[src/rtl/core/ffwe_pkg.sv]
`timescale 1ns / 1ps
// Shared types and constants for the flagged frame word extractor.
// No dependencies; imported by every module of the block but ffwe_word_ram.
package ffwe_pkg;

   localparam int BYTE_W       = 8;
   localparam int WORD_W       = 16;
   localparam int IDX_W        = 5;
   localparam int WPF_W        = 6;
   localparam int CSR_AW       = 2;
   // word counts and positions inside a frame (MAX_WORDS up to 64)
   localparam int CNT_W        = 7;

   localparam int MAX_WORDS_DEF = 32;
   localparam int RSP_DEPTH_DEF = 4;

   localparam logic [CSR_AW-1:0] CSR_START_FLAG = 2'd0;
   localparam logic [CSR_AW-1:0] CSR_END_FLAG   = 2'd1;
   localparam logic [CSR_AW-1:0] CSR_WORDS      = 2'd2;
   localparam logic [CSR_AW-1:0] CSR_HAS_SEQ    = 2'd3;

   typedef struct packed {
      logic [WORD_W-1:0] data_word;
      logic [IDX_W-1:0]  word_index;
      logic              last_word;
   } rsp_item_type;

   // frame handed from front to back when the end flag matches
   typedef struct packed {
      logic             valid;
      logic [CNT_W-1:0] n;
   } commit_type;

   // drain progress reported by the back end
   typedef struct packed {
      logic             active;
      logic [CNT_W-1:0] next_k;
      logic [CNT_W-1:0] n;
   } drain_type;

endpackage

[src/rtl/core/flagged_frame_word_extractor.sv]
`timescale 1ns / 1ps
// Once its end byte is taken, the first word of a good frame passes the back
// end's drain state, the buffer read register and the result queue; later
// words follow one per cycle while the queue has room. Bytes go in one per
// cycle; full rises only if a word slot or end byte meets a draining frame.
// Reset (synchronous, active high) clears config to defaults and hunts again.
// Depends on ffwe_pkg, ffwe_front, ffwe_word_ram, ffwe_back, ffwe_rsp_fifo.
module flagged_frame_word_extractor #(
   parameter int MAX_WORDS = ffwe_pkg::MAX_WORDS_DEF,
   parameter int RSP_DEPTH = ffwe_pkg::RSP_DEPTH_DEF
) (
   input  logic                         clock,
   input  logic                         reset,
   // configuration writes
   input  logic                         csr_wr_en,
   input  logic [ffwe_pkg::CSR_AW-1:0]  csr_index,
   input  logic [ffwe_pkg::BYTE_W-1:0]  csr_wdata,
   // byte input, queue style
   input  logic                         push,
   output logic                         full,
   input  logic [ffwe_pkg::BYTE_W-1:0]  req_rx_byte,
   // word output, queue style
   output logic                         empty,
   input  logic                         pop,
   output logic [ffwe_pkg::WORD_W-1:0]  rsp_data_word,
   output logic [ffwe_pkg::IDX_W-1:0]   rsp_word_index,
   output logic                         rsp_last_word
);
   import ffwe_pkg::*;

   // word buffer address width
   localparam int AW = (MAX_WORDS > 1) ? $clog2(MAX_WORDS) : 1;
   localparam int QCW = $clog2(RSP_DEPTH + 1);

   commit_type        commit;
   drain_type         drain;
   logic              wr_en, rd_en;
   logic [AW-1:0]     wr_addr, rd_addr;
   logic [WORD_W-1:0] wr_data, rd_data;
   logic              q_push;
   rsp_item_type      q_item, q_head;
   logic [QCW-1:0]    q_count;
   logic              q_pop;

   // Front: holds the config registers, hunts for the start flag, pairs
   // data bytes into words and checks the end flag. A matching end byte
   // hands the frame's word count to the back end as one transaction.
   ffwe_front #(
      .MAX_WORDS (MAX_WORDS),
      .AW        (AW)
   ) u_front (
      .clock     (clock),
      .reset     (reset),
      .csr_wr_en (csr_wr_en),
      .csr_index (csr_index),
      .csr_wdata (csr_wdata),
      .push      (push),
      .full      (full),
      .rx_byte   (req_rx_byte),
      .drain     (drain),
      .commit    (commit),
      .ram_we    (wr_en),
      .ram_addr  (wr_addr),
      .ram_data  (wr_data)
   );

   // Word buffer indexed by word position in the frame; the front refills a
   // slot only after the back end has issued the read of its old word.
   ffwe_word_ram #(
      .DEPTH (MAX_WORDS),
      .AW    (AW),
      .DW    (WORD_W)
   ) u_ram (
      .clock   (clock),
      .wr_en   (wr_en),
      .wr_addr (wr_addr),
      .wr_data (wr_data),
      .rd_en   (rd_en),
      .rd_addr (rd_addr),
      .rd_data (rd_data)
   );

   // Back: walks the committed frame, one buffer read per cycle while the
   // result queue has room, and tags each word with index and last mark.
   ffwe_back #(
      .AW        (AW),
      .RSP_DEPTH (RSP_DEPTH)
   ) u_back (
      .clock    (clock),
      .reset    (reset),
      .commit   (commit),
      .drain    (drain),
      .ram_re   (rd_en),
      .ram_addr (rd_addr),
      .ram_data (rd_data),
      .q_count  (q_count),
      .q_push   (q_push),
      .q_item   (q_item)
   );

   // Result queue decouples the draining from a stalling consumer.
   assign q_pop = pop && !empty;

   ffwe_rsp_fifo #(
      .DEPTH (RSP_DEPTH)
   ) u_rsp_fifo (
      .clock   (clock),
      .reset   (reset),
      .wr_en   (q_push),
      .wr_item (q_item),
      .rd_en   (q_pop),
      .rd_item (q_head),
      .empty   (empty),
      .count   (q_count)
   );

   assign rsp_data_word  = q_head.data_word;
   assign rsp_word_index = q_head.word_index;
   assign rsp_last_word  = q_head.last_word;

endmodule

[src/rtl/core/ffwe_word_ram.sv]
`timescale 1ns / 1ps
// Word buffer: one write port, one registered read port, read-first.
// Depends on nothing.
module ffwe_word_ram #(
   parameter int DEPTH  = 32,
   parameter int AW     = 5,
   parameter int DW     = 16
) (
   input  logic          clock,
   input  logic          wr_en,
   input  logic [AW-1:0] wr_addr,
   input  logic [DW-1:0] wr_data,
   input  logic          rd_en,
   input  logic [AW-1:0] rd_addr,
   output logic [DW-1:0] rd_data
);

   logic [DW-1:0] mem_ff [DEPTH];
   logic [DW-1:0] rd_data_ff;

   always_ff @(posedge clock) begin
      if (rd_en) begin
         rd_data_ff <= mem_ff[rd_addr];
      end
      if (wr_en) begin
         mem_ff[wr_addr] <= wr_data;
      end
   end

   assign rd_data = rd_data_ff;

endmodule

[src/rtl/core/ffwe_front.sv]
`timescale 1ns / 1ps
// Front end: config registers, start hunt, byte pairing and end check.
// Depends on ffwe_pkg; writes the word buffer, commits frames to the back end.
module ffwe_front #(
   parameter int MAX_WORDS = 32,
   parameter int AW        = 5
) (
   input  logic                          clock,
   input  logic                          reset,
   input  logic                          csr_wr_en,
   input  logic [ffwe_pkg::CSR_AW-1:0]   csr_index,
   input  logic [ffwe_pkg::BYTE_W-1:0]   csr_wdata,
   input  logic                          push,
   output logic                          full,
   input  logic [ffwe_pkg::BYTE_W-1:0]   rx_byte,
   input  ffwe_pkg::drain_type           drain,
   output ffwe_pkg::commit_type          commit,
   output logic                          ram_we,
   output logic [AW-1:0]                 ram_addr,
   output logic [ffwe_pkg::WORD_W-1:0]   ram_data
);
   import ffwe_pkg::*;

   localparam int PW = $clog2(2 * MAX_WORDS + 3);
   localparam logic [CNT_W-1:0] MAXN = CNT_W'(MAX_WORDS);

   logic [BYTE_W-1:0] start_flag_ff, end_flag_ff;
   logic [WPF_W-1:0]  words_ff;
   logic              has_seq_ff;

   logic              collecting_ff, collecting_in;
   logic [PW-1:0]     pos_ff, pos_in;
   logic [BYTE_W-1:0] hold_ff, hold_in;

   logic [CNT_W-1:0]  wpf_ext, n_eff;
   logic [PW-1:0]     d, two_n;
   logic              seq_skip, data_pos, end_pos, wr_pos, hazard, accept;
   logic [AW-1:0]     w;

   always_ff @(posedge clock) begin
      if (reset) begin
         start_flag_ff <= '0;
         end_flag_ff   <= '0;
         words_ff      <= WPF_W'(1);
         has_seq_ff    <= 1'b0;
      end else if (csr_wr_en) begin
         unique case (csr_index)
            CSR_START_FLAG: start_flag_ff <= csr_wdata;
            CSR_END_FLAG:   end_flag_ff   <= csr_wdata;
            CSR_WORDS:      words_ff      <= csr_wdata[WPF_W-1:0];
            CSR_HAS_SEQ:    has_seq_ff    <= csr_wdata[0];
         endcase
      end
   end

   always_comb begin
      wpf_ext = CNT_W'(words_ff);
      if (wpf_ext == '0) begin
         n_eff = CNT_W'(1);
      end else if (wpf_ext > MAXN) begin
         n_eff = MAXN;
      end else begin
         n_eff = wpf_ext;
      end
   end

   assign two_n    = PW'({n_eff, 1'b0});
   assign seq_skip = has_seq_ff && (pos_ff == PW'(1));
   assign d        = pos_ff - PW'(1) - PW'(has_seq_ff);
   assign data_pos = d < two_n;
   assign end_pos  = collecting_ff && !seq_skip && !data_pos;
   assign wr_pos   = collecting_ff && !seq_skip && data_pos && d[0];
   assign w        = d[AW:1];

   // hold off a word write into a slot the back end has not read yet,
   // and hold off the end byte until the previous frame is fully issued
   assign hazard = drain.active && (end_pos ||
                   (wr_pos && CNT_W'(w) >= drain.next_k && CNT_W'(w) < drain.n));
   assign full   = hazard;
   assign accept = push && !full;

   always_comb begin
      collecting_in = collecting_ff;
      pos_in        = pos_ff;
      hold_in       = hold_ff;
      ram_we        = 1'b0;
      commit.valid  = 1'b0;
      commit.n      = n_eff;
      if (accept) begin
         if (!collecting_ff) begin
            if (rx_byte == start_flag_ff) begin
               collecting_in = 1'b1;
               pos_in        = PW'(1);
            end
         end else begin
            pos_in = pos_ff + PW'(1);
            if (seq_skip) begin
               pos_in = pos_ff + PW'(1);
            end else if (data_pos) begin
               if (!d[0]) begin
                  hold_in = rx_byte;
               end else begin
                  ram_we = 1'b1;
               end
            end else begin
               collecting_in = 1'b0;
               pos_in        = '0;
               commit.valid  = (rx_byte == end_flag_ff);
            end
         end
      end
   end

   assign ram_addr = w;
   assign ram_data = {hold_ff, rx_byte};

   always_ff @(posedge clock) begin
      if (reset) begin
         collecting_ff <= 1'b0;
         pos_ff        <= '0;
         hold_ff       <= '0;
      end else begin
         collecting_ff <= collecting_in;
         pos_ff        <= pos_in;
         hold_ff       <= hold_in;
      end
   end

   a_no_overwrite: assert property (@(posedge clock) disable iff (reset)
      (ram_we && drain.active) |->
         (CNT_W'(ram_addr) < drain.next_k || CNT_W'(ram_addr) >= drain.n))
      else $error("word write into an unread slot of the draining frame");

   a_commit_idle: assert property (@(posedge clock) disable iff (reset)
      commit.valid |-> !drain.active)
      else $error("frame committed while the previous one still drains");

endmodule

[src/rtl/core/ffwe_rsp_fifo.sv]
`timescale 1ns / 1ps
// Result queue holding finished words until the consumer pops them.
// Depends on ffwe_pkg for the result item type.
module ffwe_rsp_fifo #(
   parameter int DEPTH = 4
) (
   input  logic                           clock,
   input  logic                           reset,
   input  logic                           wr_en,
   input  ffwe_pkg::rsp_item_type         wr_item,
   input  logic                           rd_en,
   output ffwe_pkg::rsp_item_type         rd_item,
   output logic                           empty,
   output logic [$clog2(DEPTH+1)-1:0]     count
);
   import ffwe_pkg::*;

   localparam int PTR_W = (DEPTH > 1) ? $clog2(DEPTH) : 1;
   localparam int CW    = $clog2(DEPTH + 1);

   rsp_item_type     mem_ff [DEPTH];
   logic [PTR_W-1:0] wr_ptr_ff, wr_ptr_in, rd_ptr_ff, rd_ptr_in;
   logic [CW-1:0]    cnt_ff, cnt_in;

   always_comb begin
      wr_ptr_in = wr_ptr_ff;
      rd_ptr_in = rd_ptr_ff;
      if (wr_en) begin
         wr_ptr_in = (wr_ptr_ff == PTR_W'(DEPTH - 1)) ? '0 : wr_ptr_ff + PTR_W'(1);
      end
      if (rd_en) begin
         rd_ptr_in = (rd_ptr_ff == PTR_W'(DEPTH - 1)) ? '0 : rd_ptr_ff + PTR_W'(1);
      end
      cnt_in = cnt_ff + CW'(wr_en) - CW'(rd_en);
   end

   always_ff @(posedge clock) begin
      if (wr_en) begin
         mem_ff[wr_ptr_ff] <= wr_item;
      end
   end

   always_ff @(posedge clock) begin
      if (reset) begin
         wr_ptr_ff <= '0;
         rd_ptr_ff <= '0;
         cnt_ff    <= '0;
      end else begin
         wr_ptr_ff <= wr_ptr_in;
         rd_ptr_ff <= rd_ptr_in;
         cnt_ff    <= cnt_in;
      end
   end

   assign rd_item = mem_ff[rd_ptr_ff];
   assign empty   = (cnt_ff == '0);
   assign count   = cnt_ff;

   a_no_overflow: assert property (@(posedge clock) disable iff (reset)
      (wr_en && !rd_en) |-> (cnt_ff < CW'(DEPTH)))
      else $error("result queue overflow");

endmodule

[src/rtl/core/ffwe_back.sv]
`timescale 1ns / 1ps
// Back end: drains a committed frame from the word buffer, tagging index and
// last mark, one word a cycle while the queue has room. Depends on ffwe_pkg.
module ffwe_back #(
   parameter int AW        = 5,
   parameter int RSP_DEPTH = 4
) (
   input  logic                               clock,
   input  logic                               reset,
   input  ffwe_pkg::commit_type               commit,
   output ffwe_pkg::drain_type                drain,
   output logic                               ram_re,
   output logic [AW-1:0]                      ram_addr,
   input  logic [ffwe_pkg::WORD_W-1:0]        ram_data,
   input  logic [$clog2(RSP_DEPTH+1)-1:0]     q_count,
   output logic                               q_push,
   output ffwe_pkg::rsp_item_type             q_item
);
   import ffwe_pkg::*;

   localparam int CW = $clog2(RSP_DEPTH + 1);

   logic             active_ff, active_in;
   logic [CNT_W-1:0] k_ff, k_in, n_ff, n_in;
   logic             infl_ff;
   logic [CNT_W-1:0] infl_k_ff;
   logic             infl_last_ff;
   logic             issue, is_last;

   // a read in flight already owns one queue slot
   assign issue   = active_ff && ((q_count + CW'(infl_ff)) < CW'(RSP_DEPTH));
   assign is_last = (k_ff == n_ff - CNT_W'(1));

   always_comb begin
      active_in = active_ff;
      k_in      = k_ff;
      n_in      = n_ff;
      if (commit.valid) begin
         active_in = 1'b1;
         k_in      = '0;
         n_in      = commit.n;
      end else if (issue) begin
         k_in = k_ff + CNT_W'(1);
         if (is_last) begin
            active_in = 1'b0;
         end
      end
   end

   always_ff @(posedge clock) begin
      if (reset) begin
         active_ff <= 1'b0;
         k_ff      <= '0;
         n_ff      <= '0;
         infl_ff   <= 1'b0;
      end else begin
         active_ff <= active_in;
         k_ff      <= k_in;
         n_ff      <= n_in;
         infl_ff   <= issue;
      end
   end

   always_ff @(posedge clock) begin
      if (issue) begin
         infl_k_ff    <= k_ff;
         infl_last_ff <= is_last;
      end
   end

   assign ram_re   = issue;
   assign ram_addr = k_ff[AW-1:0];

   assign q_push            = infl_ff;
   assign q_item.data_word  = ram_data;
   assign q_item.word_index = IDX_W'(infl_k_ff);
   assign q_item.last_word  = infl_last_ff;

   assign drain.active = active_ff;
   assign drain.next_k = k_ff;
   assign drain.n      = n_ff;

   a_drain_range: assert property (@(posedge clock) disable iff (reset)
      active_ff |-> (n_ff != '0 && k_ff < n_ff))
      else $error("drain index out of frame range");

endmodule
[config.mk]
export PLATFORM = sky130hd
export DESIGN_NAME = flagged_frame_word_extractor
export DESIGN_NICKNAME = d
export VERILOG_FILES = /design/src/rtl/core/ffwe_pkg.sv /design/src/rtl/core/flagged_frame_word_extractor.sv /design/src/rtl/core/ffwe_word_ram.sv /design/src/rtl/core/ffwe_front.sv /design/src/rtl/core/ffwe_rsp_fifo.sv /design/src/rtl/core/ffwe_back.sv
export SDC_FILE = /design/constraint.sdc
export NUM_CORES = 1
export LEC_CHECK = 0
export BUFFER_PORTS_ARGS = -buffer_cell sky130_fd_sc_hd__buf_2
export CAP_MARGIN = 20
export CORE_MARGIN = 2
export CORE_UTILIZATION = 57
export DETAILED_ROUTE_END_ITERATION = 12
export HOLD_SLACK_MARGIN = 0.12
export PLACE_DENSITY = 0.76
export SYNTH_ARGS = -nofsm -noshare
export SYNTH_HDL_FRONTEND = slang
export SYNTH_HIERARCHICAL = 1
export SYNTH_SLANG_ARGS = --single-unit
[constraint.sdc]
create_clock -name clock -period 4.7 [get_ports clock]
set_clock_uncertainty 0.15 [all_clocks]
set_input_delay 0.47 -clock clock [delete_from_list [all_inputs] [get_ports clock]]
set_output_delay 0.47 -clock clock [all_outputs]
set_load 0.01 [all_outputs]
==> results of run 1 <==
[sequential cells by signal, summed over array words and instances, names as in the netlist, 3 cells and up, named ones only]
register               count
u_ram/mem_ff             512
u_rsp_fifo/mem_ff         88
u_ram/rd_data             16
u_front/end_flag_ff        8
u_front/hold_ff            8
u_front/start_flag_ff      8
u_back/k_ff                7
u_back/n_ff                7
u_front/pos_ff             7
u_front/words_ff           6
u_back/infl_k_ff           5
u_rsp_fifo/count           3
[placed cells by master (no fill, tap or decap), types with 5 or more instances in the layout]
master and count:
mux2i_1 297, nand2b_1 6, buf_4 61, a22oi_1 64, buf_2 46, nand3b_1 8, edfxtp_1 622, o21ai_0 6
bufinv_16 5, clkinv_2 6, dfxtp_2 8, inv_1 28, o32ai_1 5, nor3_1 23, xor2_1 20, nand4_1 21
xnor2_1 15, mux4_2 20, nand3_1 39, a21oi_1 39, a22o_1 32, or3b_2 5, clkinv_1 8, clkbuf_16 67
nor2_1 94, dfxtp_1 55, and2_1 6, nand2_1 51, clkbuf_1 23, ha_1 27, a31oi_1 17, o211ai_1 5
dlygate4sd3_1 10
[logic make-up after synthesis]
| group | Yosys count |
|---|---|
| XOR/XNOR | 37 |
| multiplexers | 319 |
| AND/OR/NAND/NOR | 287 |
| buffers and inverters | 150 |
| adder cells (fa/ha/maj) | 28 |
| other | 1 |
| flip-flops | 686 |
| AO/OA/AOI/OAI | 197 |
[per-layer routing]
metal,up-vias,GRT usage [%],share of wire [%]
li1,6713,-,-
met1,7535,33.19,40
met5,-,0,0
met4,0,10.02,3.7
met2,753,40.55,49
met3,137,4.697,7.9
[metrics by stage]
stage | std cells | total power [µW] | hold slack [ns]
after global routing | 2487 | 12620 | 0.1831
after global placement | 2355 | 7242 | 0.3154
final | 2487 | 12270 | 0.1552
after detailed placement | 2356 | 7254 | 0.3301
after CTS | 2486 | 12350 | 0.1212
after floorplan | 1705 | 7110 | 0.3087
[worst paths after layout]
path                  startpoint                      end  slack (ns)  depth (start not counted)
max           u_front/has_seq_ff                     full        0.56                         14
min                    csr_wr_en       u_front/has_seq_ff        0.16                          4
max reg2reg   u_front/has_seq_ff      u_ram/mem_ff[11][2]        0.62                         13
min reg2reg  u_back/infl_k_ff[1]  u_rsp_fifo/mem_ff[3][2]        0.34                          0
[where the power goes]
| part | switching [µW] | internal [µW] | total [µW] |
|---|---|---|---|
| clock | 2170 | 2970 | 5140 |
| combinational | 246 | 227 | 473 |
| sequential | 37.1 | 6620 | 6650 |
[cell type report]
class	count	area [µm²]	area share, %
inverter	28	105.1	0.3388
tap	664	830.8	2.678
timing repair buffer	120	863.3	2.783
sequential	686	19970	64.38
clock buffer	93	1804	5.816
clock inverter	27	292.8	0.9437
multi-input combinational	869	7154	23.06
[worst max-delay path, cell delays in order (launching register included)]
cell and delay [ns]:
dfxtp_1 0.37, inv_1 0.06, ha_1 0.20, nor3_1 0.22, nor3b_1 0.27, xor2_1 0.17
buf_4 0.20, ha_1 0.26, nand2_1 0.08, o21ai_0 0.08, a21oi_1 0.16, buf_4 0.22
o31a_1 0.40, nor2_1 0.08, buf_2 0.16
[what timing repair did]
action / 4_1_cts / 5_1_grt
hold buffers: 10 / 0
endpoints found under the hold margin: 30 / 0
gates resized for setup: 0 / 0
setup endpoints to repair: 0 / 0
==> summary.txt, run 1 <==
Full die area -> 0.05116 mm²
Share of the synthesized area in the top cell type -> 66.37%
WP data arrival -> 3.52 ns
Simple-gate area share of the yosys netlist -> 5.242%
CTS tree -> yes
Inserted Diodes -> 0
Startpoint Class -> register
Post-synth EDFFs -> 622
Tmin final -> 4.141 ns
Commonest cells in the netlist -> edfxtp_1 (622), mux2i_1 (297), nor2_1 (94)
Main synth FF type -> edfxtp_1
Setup violators final -> 0
Drt initial violations -> 1,672
Buffers on Ports -> 46
Status -> finished, final reports clean
Tot GR Track Use -> 24.87%
Syn Nets -> 1,756
Post-synthesis adder-cell area fraction -> 1.272%
RSZ-0062 raised after global routing -> false
# rows -> 81
Placer congestion estimate -> 0.8738
Pwr dens -> 395.5 mW/mm²
Synthesized cell area -> 0.02814 mm²
Slew Limit Fails -> 0
Count of warnings emitted by yosys -> 6
Root buffer cell -> clkbuf_16
Initial antenna violation count -> 0
Core region area -> 0.04885 mm²
Mean cell area of the mapped netlist -> 16.51 µm²
Post-synthesis mux area share -> 12.35%
Clock sinks -> 686
Vias -> 15.14k
Critical path type -> reg2out
Nets@finish -> 1,822
Count leader, synth -> edfxtp_1
Area after DPL -> 0.02880 mm²
# Max-Cap Violations -> 0
Cell leakage power -> 0.009224 µW
Final non-filler cell area -> 0.03102 mm²
Top cell type by total area after synthesis -> edfxtp_1
FILL cells -> 3,412
Hold crit path type -> in2reg
Final Hold Fails -> 0
XOR/XNOR Fraction of Synth Area -> 1.254%
Avg WL per Cell -> 25.19 µm
Synth async-reset ratio -> 0%
Max transition margin -> 25.65%
Vias in the first global route -> 15.03k
Post-synthesis compound-gate area fraction -> 5.233%
Final period util -> 88.10%
Die Y-Extent -> 226.2 µm
Main combinational cell family by area after synthesis -> multiplexers
Clock tree buffer depth -> 3
Setup TNS -> 0 ns
Worst Slack Setup Final -> 0.5592 ns
Final core area utilization -> 63.51%
H-tree levels -> 3
Worst IR drop on VDD -> 0.3989 mV
First-pass GRT wire length -> 92,280 µm
Share of post-route cells with drive strength above 1 -> 14.10%
DP HPWL -> 37,730 µm
Syn Inst Count -> 1,705
Initial Util -> 57.61%
Post-CTS Setup Bufs -> 0
1st-pass router iterations -> 6
IO Pins -> 47
Final WL -> 62,650 µm
Maximum clock frequency -> 241.5 MHz
FF+latch count, synth -> 686
Die width -> 226.2 µm
Pre-CTS setup slack -> 0.6769 ns
Critical Path RT -> 4.08 ns
Post-DR vias/cell -> 6.087
Endpoint type of the worst setup path -> primary output
Register area share after synthesis -> 70.92%
Synth area leaders -> edfxtp_1 (66%), mux2i_1 (11%), dfxtp_1 (4.6%)
Area Overhead vs Synth -> 10.24%
Largest net degree at the start of global routing -> 156
Final ANT Viol Nets -> 0
Synth cell types -> 76
# DRC -> 0
Skew-Pair Late Insertion Delay -> 0.61 ns
Inserted Clock Buffers -> 66
Actual slew at the worst max-slew pin -> 1.115 ns
CP max FO -> 11
Grt ovf -> 0
Clock slew at the register clock pins of the worst setup and hold paths -> 0.06 ns
Note: power is estimated with default switching activity, not from simulation.
==> inputs of run 2 (changes only) <==
--- a/config.mk
+++ b/config.mk
@@ -5,7 +5,7 @@
 export SDC_FILE = /design/constraint.sdc
 export NUM_CORES = 1
 export LEC_CHECK = 0
-export BUFFER_PORTS_ARGS = -buffer_cell sky130_fd_sc_hd__buf_2
+export BUFFER_PORTS_ARGS = -buffer_cell sky130_fd_sc_hd__buf_4
 export CAP_MARGIN = 20
 export CORE_MARGIN = 2
 export CORE_UTILIZATION = 57
==> run 2 against run 1 <==
Against the previous run: sequential share of layout area is 0.40 points lower; first-iteration DRC count is 3.9% lower; sequential power about the same; worst setup slack lost 0.12 ns; core utilization rose by 0.40 points; die area is the same; wire length fell by 0.80%.
==> summary.txt, run 2 (same netlist as run 1, synthesis figures left out) <==
Vias in the first global route -> 15.05k
Final ANT Viol Nets -> 0
# placed instances -> 2,360
Leading cell types in the layout, fill and taps excluded -> edfxtp_1 (622), mux2i_1 (297), buf_4 (112)
Slew Limit Fails -> 0
Initial Util -> 57.61%
Setup TNS -> 0 ns
Clock sinks -> 686
Status -> finished, final reports clean
Hold crit path type -> in2reg
Core region area -> 0.04885 mm²
Worst Hold Path Cells -> 2
1st-pass router iterations -> 6
Inserted Clock Buffers -> 68
Multi-input gate area -> 0.007162 mm²
Drt initial violations -> 1,607
Share of post-route cells with drive strength above 1 -> 14.43%
Hold EP -> u_rsp_fifo/count[1]
Pre-CTS setup slack -> 0.4376 ns
Hold wc startpoint -> reset
Most common cell after layout, fill and taps aside -> edfxtp_1
Cell leakage power -> 0.009313 µW
Final Hold Fails -> 0
# rows -> 81
Avg WL per Cell -> 24.91 µm
Actual slew at the worst max-slew pin -> 1.072 ns
Die Y-Extent -> 226.2 µm
Largest net degree at the start of global routing -> 62
Die width -> 226.2 µm
Reg area -> 0.01997 mm²
Tmin final -> 4.257 ns
Nets@finish -> 1,828
Skew-Pair Late Insertion Delay -> 0.60 ns
FILL cells -> 3,349
Pwr dens -> 397.9 mW/mm²
Final WL -> 62,150 µm
Grt ovf -> 0
Worst IR drop on VDD -> 0.3167 mV
Final period util -> 90.57%
Largest register FFs -> 512
Tot GR Track Use -> 24.54%
Max transition margin -> 28.33%
Top reg by flops -> u_ram/mem_ff
WP data arrival -> 3.64 ns
CP max FO -> 11
Root buffer cell -> clkbuf_16
Worst Slack Setup Final -> 0.4432 ns
Area Overhead vs Synth -> 10.93%
Full die area -> 0.05116 mm²
First-pass GRT wire length -> 91,710 µm
Placer congestion estimate -> 0.9043
H-tree levels -> 3
IO Pins -> 47
RSZ-0062 raised after global routing -> false
Non-filler cells in the finished layout -> 2,495
# DRC -> 0
Startpoint Class -> register
Vias -> 15.27k
Setup violators final -> 0
Endpoint type of the worst setup path -> primary output
CTS tree -> yes
FF-to-FF Start -> u_front/has_seq_ff
Buffers on Ports -> 46
DP HPWL -> 37,260 µm
Critical Path RT -> 4.08 ns
Reg2Reg Depth -> 13
Post-DR vias/cell -> 6.121
Initial antenna violation count -> 1
Clock slew at the register clock pins of the worst setup and hold paths -> 0.06 ns
Critical path type -> reg2out
# Max-Cap Violations -> 0
RR Endpoint -> u_ram/mem_ff[0][12]
Maximum clock frequency -> 234.9 MHz
R2R setup slack -> 0.58 ns
Clock tree buffer depth -> 3
==> run 2: per-layer routing <==
| layer | global-route usage, % | part of all wire, % |
|---|---|---|
| met1 | 33.10 | 39 |
| met2 | 39.40 | 48 |
| met3 | 5.087 | 8.8 |
| met4 | 9.593 | 3.7 |
| met5 | 0 | 0 |
==> run 2: critical path, cell delays in order (launching register included) <==
cell and delay (ns):
dfxtp_1 0.38, inv_1 0.07, ha_1 0.21, inv_1 0.06
ha_1 0.18, nand2_1 0.10, xnor2_2 0.41, ha_1 0.34
a21oi_1 0.13, o21ai_0 0.09, a21oi_1 0.20, buf_4 0.23
o31a_1 0.39, nor2_1 0.08, buf_4 0.16
==> run 2: how the worst max path moves through the flow <==
stage | end | from | cells after the start
CTS | full | u_front/has_seq_ff | 14
finish | full | u_front/has_seq_ff | 14
global route | full | u_front/has_seq_ff | 14
global placement | u_ram/mem_ff[24][5] | u_front/has_seq_ff | 14
detailed placement | u_ram/mem_ff[24][13] | u_front/has_seq_ff | 14
floorplan | u_ram/mem_ff[28][0] | u_front/has_seq_ff | 14
==> run 2: through the flow <==
| stage | power, µW | cell area, µm² | hold WS, ns | utilization, % |
|---|---|---|---|---|
| 2_1_floorplan | 7110 | 28140 | 0.3087 | - |
| 3_3_place_gp | 7276 | 28900 | 0.3166 | 59.17 |
| 3_5_place_dp | 7294 | 28930 | 0.3330 | 59.22 |
| 4_1_cts | 12500 | 31200 | 0.1553 | 63.88 |
| 5_1_grt | 12780 | 31210 | 0.1932 | 63.90 |
| 6_report | 12420 | 31220 | 0.1824 | 63.91 |
==> run 2: final cells by class <==
| cell class | instances | share of cell area, % |
|---|---|---|
| flip-flops and latches | 686 | 63.98 |
| well taps | 664 | 2.661 |
| repair buffers | 124 | 3.134 |
| multi-input cells | 869 | 22.94 |
| diodes | 2 | 0.01603 |
| clock buffers | 85 | 5.892 |
| inverters | 28 | 0.3367 |
| clock inverters | 37 | 1.042 |
==> run 2: what timing repair did <==
action | in CTS | in global routing
hold buffers | 11 | 0
resized for setup | 0 | 1
buffers inserted | 0 | 0
endpoints found under the setup margin | 0 | 1
endpoints found under the hold margin | 30 | 0
==> run 2: power by group <==
part | switching (µW) | total, µW | internal [µW]
clock network | 2190 | 5250 | 3060
logic | 254 | 517 | 263
registers | 37.7 | 6650 | 6620
